==> src/rtl/sct_pkg.sv <==
// ----------------------------------------------------------------------------
// sct_pkg
// Shared types and codes for the support count table: payload structs, op
// codes and the command and status groups between controller and datapath.
// ----------------------------------------------------------------------------
package sct_pkg;

  typedef enum logic [1:0] {
    OP_ACCUM  = 2'd0,
    OP_LOOKUP = 2'd1,
    OP_PRUNE  = 2'd2,
    OP_NONE   = 2'd3
  } op_e_t;

  typedef struct packed {
    logic [1:0]  op;
    logic [15:0] item_id;
    logic [15:0] add_count;
  } in_item_t;

  typedef struct packed {
    logic        found;
    logic [31:0] support;
    logic [5:0]  position;
    logic        table_full;
    logic [6:0]  entries_used;
  } out_item_t;

  typedef struct packed {
    logic load;
    logic scan;
    logic finish;
  } sct_cmd_t;

  typedef struct packed {
    logic scan_done;
    logic out_free;
  } sct_stat_t;

endpackage

==> src/rtl/sct_ctrl.sv <==
// ----------------------------------------------------------------------------
// sct_ctrl
// Sequencer: takes one op, runs the table scan, then issues the finishing
// update once the result register is free.
// ----------------------------------------------------------------------------
module sct_ctrl (
  input  logic              clk,
  input  logic              rst_n,
  input  logic              in_valid,
  output logic              in_ready,
  input  sct_pkg::sct_stat_t stat,
  output sct_pkg::sct_cmd_t  cmd
);
  import sct_pkg::*;

  typedef enum logic [1:0] {
    S_IDLE,
    S_SCAN,
    S_FINISH
  } state_t;

  state_t state_r;
  state_t state_nxt;

  always_comb begin
    state_nxt  = state_r;
    cmd        = '0;
    in_ready   = 1'b0;
    unique case (state_r)
      S_IDLE: begin
        in_ready = 1'b1;
        if (in_valid) begin
          cmd.load  = 1'b1;
          state_nxt = S_SCAN;
        end
      end
      S_SCAN: begin
        cmd.scan = 1'b1;
        if (stat.scan_done) begin
          state_nxt = S_FINISH;
        end
      end
      S_FINISH: begin
        if (stat.out_free) begin
          cmd.finish = 1'b1;
          state_nxt  = S_IDLE;
        end
      end
      default: begin
        state_nxt = S_IDLE;
      end
    endcase
  end

  always_ff @(posedge clk) begin
    if (!rst_n) begin
      state_r <= S_IDLE;
    end else begin
      state_r <= state_nxt;
    end
  end

endmodule

==> src/rtl/sct_dp.sv <==
// ----------------------------------------------------------------------------
// sct_dp
// Datapath: id and support memories, pipelined scan with one read per cycle,
// in-place compaction for prune, saturating add and the result register.
// ----------------------------------------------------------------------------
module sct_dp #(
  parameter int TABLE_DEPTH   = 64,
  parameter int ID_WIDTH      = 16,
  parameter int SUPPORT_WIDTH = 32
) (
  input  logic               clk,
  input  logic               rst_n,
  input  sct_pkg::in_item_t  in_data,
  input  logic               cfg_we,
  input  logic [31:0]        cfg_data,
  input  sct_pkg::sct_cmd_t  cmd,
  output sct_pkg::sct_stat_t stat,
  output logic               out_valid,
  input  logic               out_ready,
  output sct_pkg::out_item_t out_data
);
  import sct_pkg::*;

  localparam int AW   = $clog2(TABLE_DEPTH);
  localparam int CW   = $clog2(TABLE_DEPTH + 1);
  localparam int SW   = SUPPORT_WIDTH;
  localparam int SUMW = ((SW > 16) ? SW : 16) + 1;

  logic [ID_WIDTH-1:0] id_mem  [TABLE_DEPTH];
  logic [SW-1:0]       sup_mem [TABLE_DEPTH];

  logic [1:0]          op_r;
  logic [ID_WIDTH-1:0] key_r;
  logic [15:0]         add_r;
  logic [CW-1:0]       scan_r;
  logic                q_vld_r;
  logic [AW-1:0]       q_idx_r;
  logic [ID_WIDTH-1:0] id_q_r;
  logic [SW-1:0]       sup_q_r;
  logic                hit_r;
  logic [AW-1:0]       hit_idx_r;
  logic [SW-1:0]       hit_sup_r;
  logic [CW-1:0]       wr_r;
  logic [CW-1:0]       count_r;
  logic [CW-1:0]       count_nxt;
  logic [31:0]         min_sup_r;
  logic                out_valid_r;
  out_item_t           out_r;
  out_item_t           res;

  logic                issue;
  logic                hit_now;
  logic                keep;
  logic                room;
  logic [SUMW-1:0]     sum;
  logic [SW-1:0]       new_sup;
  logic                we_id;
  logic                we_sup;
  logic [AW-1:0]       waddr;
  logic [ID_WIDTH-1:0] wid;
  logic [SW-1:0]       wsup;
  logic [63:0]         sup_ext;
  logic [31:0]         pos_ext;
  logic [31:0]         cnt_ext;
  logic [SW-1:0]       res_sup;
  logic [AW-1:0]       res_pos;

  assign hit_now = q_vld_r && (op_r == OP_ACCUM || op_r == OP_LOOKUP) && (id_q_r == key_r);
  assign issue   = cmd.scan && (scan_r != count_r) && !hit_r && !hit_now && (op_r != OP_NONE);
  assign keep    = q_vld_r && (op_r == OP_PRUNE) && (64'(sup_q_r) >= 64'(min_sup_r));
  assign room    = (count_r != CW'(TABLE_DEPTH));

  // saturating add: any carry above the support width means overflow
  assign sum     = SUMW'(hit_r ? hit_sup_r : '0) + SUMW'(add_r);
  assign new_sup = (|sum[SUMW-1:SW]) ? {SW{1'b1}} : sum[SW-1:0];

  assign stat.scan_done = (op_r == OP_NONE) || hit_r || (!q_vld_r && scan_r == count_r);
  assign stat.out_free  = !out_valid_r || out_ready;

  always_comb begin
    we_id     = 1'b0;
    we_sup    = 1'b0;
    waddr     = wr_r[AW-1:0];
    wid       = id_q_r;
    wsup      = sup_q_r;
    count_nxt = count_r;
    res_sup   = '0;
    res_pos   = '0;
    res       = '0;
    if (keep) begin
      we_id  = 1'b1;
      we_sup = 1'b1;
    end
    if (cmd.finish) begin
      unique case (op_r)
        OP_ACCUM: begin
          if (hit_r) begin
            we_sup    = 1'b1;
            waddr     = hit_idx_r;
            wsup      = new_sup;
            res.found = 1'b1;
            res_sup   = new_sup;
            res_pos   = hit_idx_r;
          end else if (room) begin
            we_id     = 1'b1;
            we_sup    = 1'b1;
            waddr     = count_r[AW-1:0];
            wid       = key_r;
            wsup      = new_sup;
            count_nxt = count_r + CW'(1);
            res_sup   = new_sup;
            res_pos   = count_r[AW-1:0];
          end else begin
            res.table_full = 1'b1;
          end
        end
        OP_LOOKUP: begin
          if (hit_r) begin
            res.found = 1'b1;
            res_sup   = hit_sup_r;
            res_pos   = hit_idx_r;
          end
        end
        OP_PRUNE: begin
          count_nxt = wr_r;
        end
        default: begin
          count_nxt = count_r;
        end
      endcase
    end
    sup_ext          = 64'(res_sup);
    pos_ext          = 32'(res_pos);
    cnt_ext          = 32'(count_nxt);
    res.support      = sup_ext[31:0];
    res.position     = pos_ext[5:0];
    res.entries_used = cnt_ext[6:0];
  end

  // table storage, one write and one registered read per cycle
  always_ff @(posedge clk) begin
    if (we_id) begin
      id_mem[waddr] <= wid;
    end
    if (we_sup) begin
      sup_mem[waddr] <= wsup;
    end
    id_q_r  <= id_mem[scan_r[AW-1:0]];
    sup_q_r <= sup_mem[scan_r[AW-1:0]];
  end

  always_ff @(posedge clk) begin
    if (cmd.load) begin
      op_r  <= in_data.op;
      key_r <= ID_WIDTH'(in_data.item_id);
      add_r <= in_data.add_count;
    end
    q_idx_r <= scan_r[AW-1:0];
    if (hit_now) begin
      hit_idx_r <= q_idx_r;
      hit_sup_r <= sup_q_r;
    end
    if (cmd.finish) begin
      out_r <= res;
    end
  end

  always_ff @(posedge clk) begin
    if (!rst_n) begin
      scan_r      <= '0;
      q_vld_r     <= 1'b0;
      hit_r       <= 1'b0;
      wr_r        <= '0;
      count_r     <= '0;
      min_sup_r   <= 32'd1;
      out_valid_r <= 1'b0;
    end else begin
      if (cfg_we) begin
        min_sup_r <= cfg_data;
      end
      if (cmd.load) begin
        scan_r  <= '0;
        q_vld_r <= 1'b0;
        hit_r   <= 1'b0;
        wr_r    <= '0;
      end else begin
        q_vld_r <= issue;
        if (issue) begin
          scan_r <= scan_r + CW'(1);
        end
        if (hit_now) begin
          hit_r <= 1'b1;
        end
        if (keep) begin
          wr_r <= wr_r + CW'(1);
        end
      end
      count_r <= count_nxt;
      if (cmd.finish) begin
        out_valid_r <= 1'b1;
      end else if (out_ready) begin
        out_valid_r <= 1'b0;
      end
    end
  end

  assign out_valid = out_valid_r;
  assign out_data  = out_r;

endmodule

==> src/rtl/support_count_table.sv <==
// ----------------------------------------------------------------------------
// support_count_table
// Ordered header table of item ids with saturating support counts.
// ----------------------------------------------------------------------------
// usage:
//   input channel (in_valid/in_ready/in_data) carries one op per transfer:
//   accumulate, lookup or prune. each op gives exactly one transfer on the
//   result channel (out_valid/out_ready/out_data).
//   cfg_valid/cfg_data writes min_support; cfg_ready is always high. write it
//   only while no op is in flight.
// sequencing:
//   one op at a time. the scan reads one entry per cycle from the registered
//   read port of the id/support memories; a finishing step then writes back
//   and loads the result register once it is free, and only then is the
//   next op taken. a hit at position p reads p + 1 entries; a prune walks
//   every valid entry and compacts survivors in place.
// reset:
//   rst_n (synchronous, active low) empties the table, sets min_support to 1
//   and drops any pending result. no clearing pass: the entry count alone
//   marks which memory entries are live.
// stalls:
//   the result register holds a finished result while out_ready is low; the
//   next op is still accepted and scanned, and waits only to deliver.
// ----------------------------------------------------------------------------
module support_count_table #(
  parameter int TABLE_DEPTH   = 64,
  parameter int ID_WIDTH      = 16,
  parameter int SUPPORT_WIDTH = 32
) (
  input  logic               clk,
  input  logic               rst_n,
  input  logic               in_valid,
  output logic               in_ready,
  input  sct_pkg::in_item_t  in_data,
  output logic               out_valid,
  input  logic               out_ready,
  output sct_pkg::out_item_t out_data,
  input  logic               cfg_valid,
  output logic               cfg_ready,
  input  logic [31:0]        cfg_data
);
  import sct_pkg::*;

  sct_cmd_t  cmd;
  sct_stat_t stat;

  // register writes never stall
  assign cfg_ready = 1'b1;

  // sequencer: idle -> scan -> finish
  sct_ctrl u_ctrl (
    .clk      (clk),
    .rst_n    (rst_n),
    .in_valid (in_valid),
    .in_ready (in_ready),
    .stat     (stat),
    .cmd      (cmd)
  );

  // table memories, scan pipeline and result register
  sct_dp #(
    .TABLE_DEPTH   (TABLE_DEPTH),
    .ID_WIDTH      (ID_WIDTH),
    .SUPPORT_WIDTH (SUPPORT_WIDTH)
  ) u_dp (
    .clk       (clk),
    .rst_n     (rst_n),
    .in_data   (in_data),
    .cfg_we    (cfg_valid && cfg_ready),
    .cfg_data  (cfg_data),
    .cmd       (cmd),
    .stat      (stat),
    .out_valid (out_valid),
    .out_ready (out_ready),
    .out_data  (out_data)
  );

endmodule

==> config.mk <==
export PLATFORM = sky130hd
export DESIGN_NAME = support_count_table
export DESIGN_NICKNAME = d
export VERILOG_FILES = /design/src/rtl/sct_pkg.sv /design/src/rtl/sct_ctrl.sv /design/src/rtl/sct_dp.sv /design/src/rtl/support_count_table.sv
export SDC_FILE = /design/constraint.sdc
export NUM_CORES = 2
export LEC_CHECK = 0
export ABC_AREA = 1
export BUFFER_PORTS_ARGS = -buffer_cell sky130_fd_sc_hd__buf_2
export CAP_MARGIN = 20
export CORE_MARGIN = 2
export CORE_UTILIZATION = 45
export CTS_BUF_LIST = sky130_fd_sc_hd__clkbuf_8
export CTS_CLUSTER_SIZE = 24
export DETAILED_ROUTE_END_ITERATION = 6
export PLACE_DENSITY = 0.61
export REMOVE_ABC_BUFFERS = 1
export SLEW_MARGIN = 20
export SYNTH_ARGS = -nofsm -noshare
export SYNTH_HDL_FRONTEND = slang
export SYNTH_HIERARCHICAL = 1
export SYNTH_SLANG_ARGS = --single-unit
==> constraint.sdc <==
create_clock -name clk -period 10.45 [get_ports clk]
set_clock_uncertainty 0.15 [all_clocks]
set_input_delay 1.045 -clock clk [delete_from_list [all_inputs] [get_ports clk]]
set_output_delay 1.045 -clock clk [all_outputs]
set_load 0.03 [all_outputs]
==> impl_metrics.py <==
metrics = {
    "routing": {
        "wl_met3_um": 37200,
        "highest_layer": "met5",
        "drtIter0Drc": 11600,
        "met1Wirelength_um": 159000,
        "wire_per_inst_um": 27.3,
        "vias_per_cell": 5.94,
        "ant_nets": 0,
        "routed_wl_um": 405000,
        "wl_met2_um": 190000,
        "vias": 88000,
        "drcViolationCount": 0,
        "first_pass_iters": 6,
    },
    "placement": {
        "place_hpwl_um": 236000,
        "numPortBuffers": 119,
        "place_congestion": 0.907,
        "pre_cts_slack_ns": 4.53,
    },
    "critical_path": {
        "critPathLaunchType": "register",
        "critical_path_class": "reg2reg",
        "cp_max_fo": 42,
        "cp.arrival_ns": 5.81,
        "end_kind": "register",
        "critPathRequiredTime_ns": 10.95,
    },
    "synth": {
        "yosysWarnings": 6,
        "synth_cell_type_count": 53,
        "synth_top_area_cell": "edfxtp_1",
        "ys_seq_area_frac": 0.747,
        "synthMostInstantiatedCell": "edfxtp_1",
        "avgSynthCellArea_um2": 12.7,
        "ys_ff_latch": 3303,
        "syn_inst": 10300,
        "synth_edf_count": 3191,
        "synth_top_area_share": 0.730,
        "syn-cell-area_um2": 131000,
        "ys_async_sr_fraction": 0,
        "netlist_top_cells_count": "3191 x edfxtp_1, 1943 x nor2_1, 1659 x o21ai_0",
        "synthTopCellsByArea": "edfxtp_1 73%, o21ai_0 6.3%, nor2_1 5.6%, nand2_1 2.4%, o22ai_1 2.0%",
        "ys.flop_type": "edfxtp_1",
    },
    "floorplanning": {
        "num_rows": 198,
        "start_util": 0.452,
        "dieArea_um2": 296000,
        "ios": 121,
        "die_w_um": 544,
        "fp.dieH_um": 544,
        "core_area_um2": 291000,
    },
    "sta": {
        "maxSlewViolCount": 0,
        "relSlewSlack": 0.204,
        "rsz0062_at_grt": "no",
        "max_freq_mhz": 188,
        "worst_pin_slew_ns": 1.19,
        "setup_viol": 0,
        "fin_setup_tns_ns": 0,
        "timing.final.ws_setup_ns": 5.14,
        "final.min_clock_period_ns": 5.31,
        "finalHoldViolations": 0,
        "fin_crit_sh": 0.508,
    },
    "power_and_ir_drop": {
        "p_int_mw": 19.8,
        "p_leak_nw": 48.9,
        "p_comb_frac": 0.014,
        "ir_drop_mv": 0.140,
        "switching_share": 0.214,
        "p_total_mw": 25.2,
        "seqPwrFrac": 0.573,
        "p_clk_frac": 0.413,
        "p_switching_mw": 5.40,
        "power_density_nw_per_um2": 171,
    },
    "clocking": {
        "cts_setup_buffers": 0,
        "ctsRootBufferMaster": "clkbuf_8",
        "post_cts_resized": 0,
        "clk_latency_ns": 1.08,
        "clock_sinks": 3303,
        "htree_levels": 6,
        "cts.clk_slew.worst_paths_ns": 0.06,
        "cts.path.max_buffers": 4,
        "cts_made_buffers": 537,
        "cts_tree": "built",
    },
    "grt": {
        "grt_util_all_layers": 0.268,
        "gr-total-overflow": 0,
        "grt_pass1_vias": 83700,
        "grt_antenna_before_repair": 25,
        "grt_pass1_wl_um": 581000,
        "grt_max_degree": 220,
    },
    "finish": {
        "final_nets": 10700,
        "nFillCells": 24700,
        "area_growth_pct": 12.4,
        "drive_above_1_share": 0.111,
    },
    "hold_path": {
        "worstHoldPathType": "in2reg",
    },
    "outcome": {
        "status": "completed",
    },
    "job": {
        "maxCapViolations": 0,
    },
}
-- flip-flops by register name (all words and copies together) (netlist names), 16 cells and up --
| name | count |
|---|---|
| u_dp/add_r | 16 |
| u_dp/sup_mem | 2048 |
| u_dp/sup_q_r | 32 |
| u_dp/id_mem | 1024 |
| u_dp/hit_sup_r | 32 |
| u_dp/min_sup_r | 32 |
| u_dp/id_q_r | 16 |
| u_dp/out_data | 47 |
| u_dp/key_r | 16 |
-- final timing paths --
| path | startpoint | end | slack [ns] | cells past startpoint |
|---|---|---|---|---|
| min reg2reg | u_dp/q_idx_r[3] | u_dp/hit_idx_r[3] | 0.25 | 0 |
| max | u_dp/hit_r | u_dp/sup_mem[35][23] | 5.14 | 11 |
| min | in_data[32] | u_dp/op_r[0] | 0.07 | 1 |
| max reg2reg | u_dp/hit_r | u_dp/sup_mem[35][23] | 5.14 | 11 |
-- kinds of logic after synthesis --
logic type / Yosys count / share of synthesized area
buffers and inverters: 888 / 0.0269
AO/OA/AOI/OAI: 2677 / 0.116
other: 1 / 0.0000286
XOR/XNOR: 31 / 0.00207
flip-flops: 3303 / 0.747
adder cells (fa/ha/maj): 54 / 0.00520
multiplexers: 2 / 0.000152
AND/OR/NAND/NOR: 3348 / 0.103
-- through the flow --
stage	util	cell area (um^2)	hold WS, ns	std cells
floorplan	-	129000	0.236	9609
global placement	0.469	136000	0.239	13800
detailed placement	0.472	137000	0.244	13800
CTS	0.506	147000	0.000504	14800
global route	0.508	148000	0.0133	14800
finish	0.508	148000	0.0748	14800
-- area by class of cell --
cell class	instances	area [um^2]	share of cell area
Sequential cell	3303	98100	0.665
Multi-Input combinational cell	6113	30700	0.208
Clock buffer	567	7800	0.0529
Tap cell	3900	4880	0.0331
Timing Repair Buffer	380	3420	0.0232
Clock inverter	352	1900	0.0128
Inverter	193	768	0.00521
Antenna cell	4	10.0	0.0000678
-- worst max-delay path, cell delays in order, from the launching register on --
cell and delay [ns]:
dfxtp_1 0.32, buf_4 0.42, inv_1 0.41, nand3_4 0.56
inv_2 0.35, nand2_1 0.13, nand2_1 0.09, a21oi_4 0.29
inv_2 0.17, nor2_4 0.40, nand2_1 0.49, nor2_4 1.02
-- routing by layer --
metal	track usage	vias up
li1	-	38500
met1	0.360	44100
met2	0.424	4562
met3	0.0527	738
met4	0.116	10
met5	0	-
-- timing repair --
| action | 4_1_cts | 5_1_grt |
|---|---|---|
| hold endpoints to repair | 33 | 0 |
| hold buffers | 33 | 0 |
| endpoints found under the setup margin | 0 | 0 |
-- layout by cell type, fill, tap and decap left out, types with 45 or more instances in the layout --
master and count:
ha_1 53, clkinv_2 45, nor2_1 1846, clkinv_1 91, o211ai_1 180, dfxtp_1 108
nor2_4 93, nand3_1 462, buf_4 172, o21ai_0 1643, a21oi_1 185, nand2_1 811
buf_2 119, nand4_1 45, inv_1 335, o22ai_1 427, edfxtp_1 3191, o221ai_1 201
clkbuf_8 567
-- power groups by stage --
stage,logic [mW],clock network [mW],registers [mW]
after floorplan,0.152,0,14.7
after global placement,0.326,0,14.7
after detailed placement,0.333,0,14.7
after CTS,0.344,10.5,14.4
after global routing,0.371,11.1,14.4
final,0.349,10.4,14.4
Note: power is estimated with default switching activity, not from simulation.
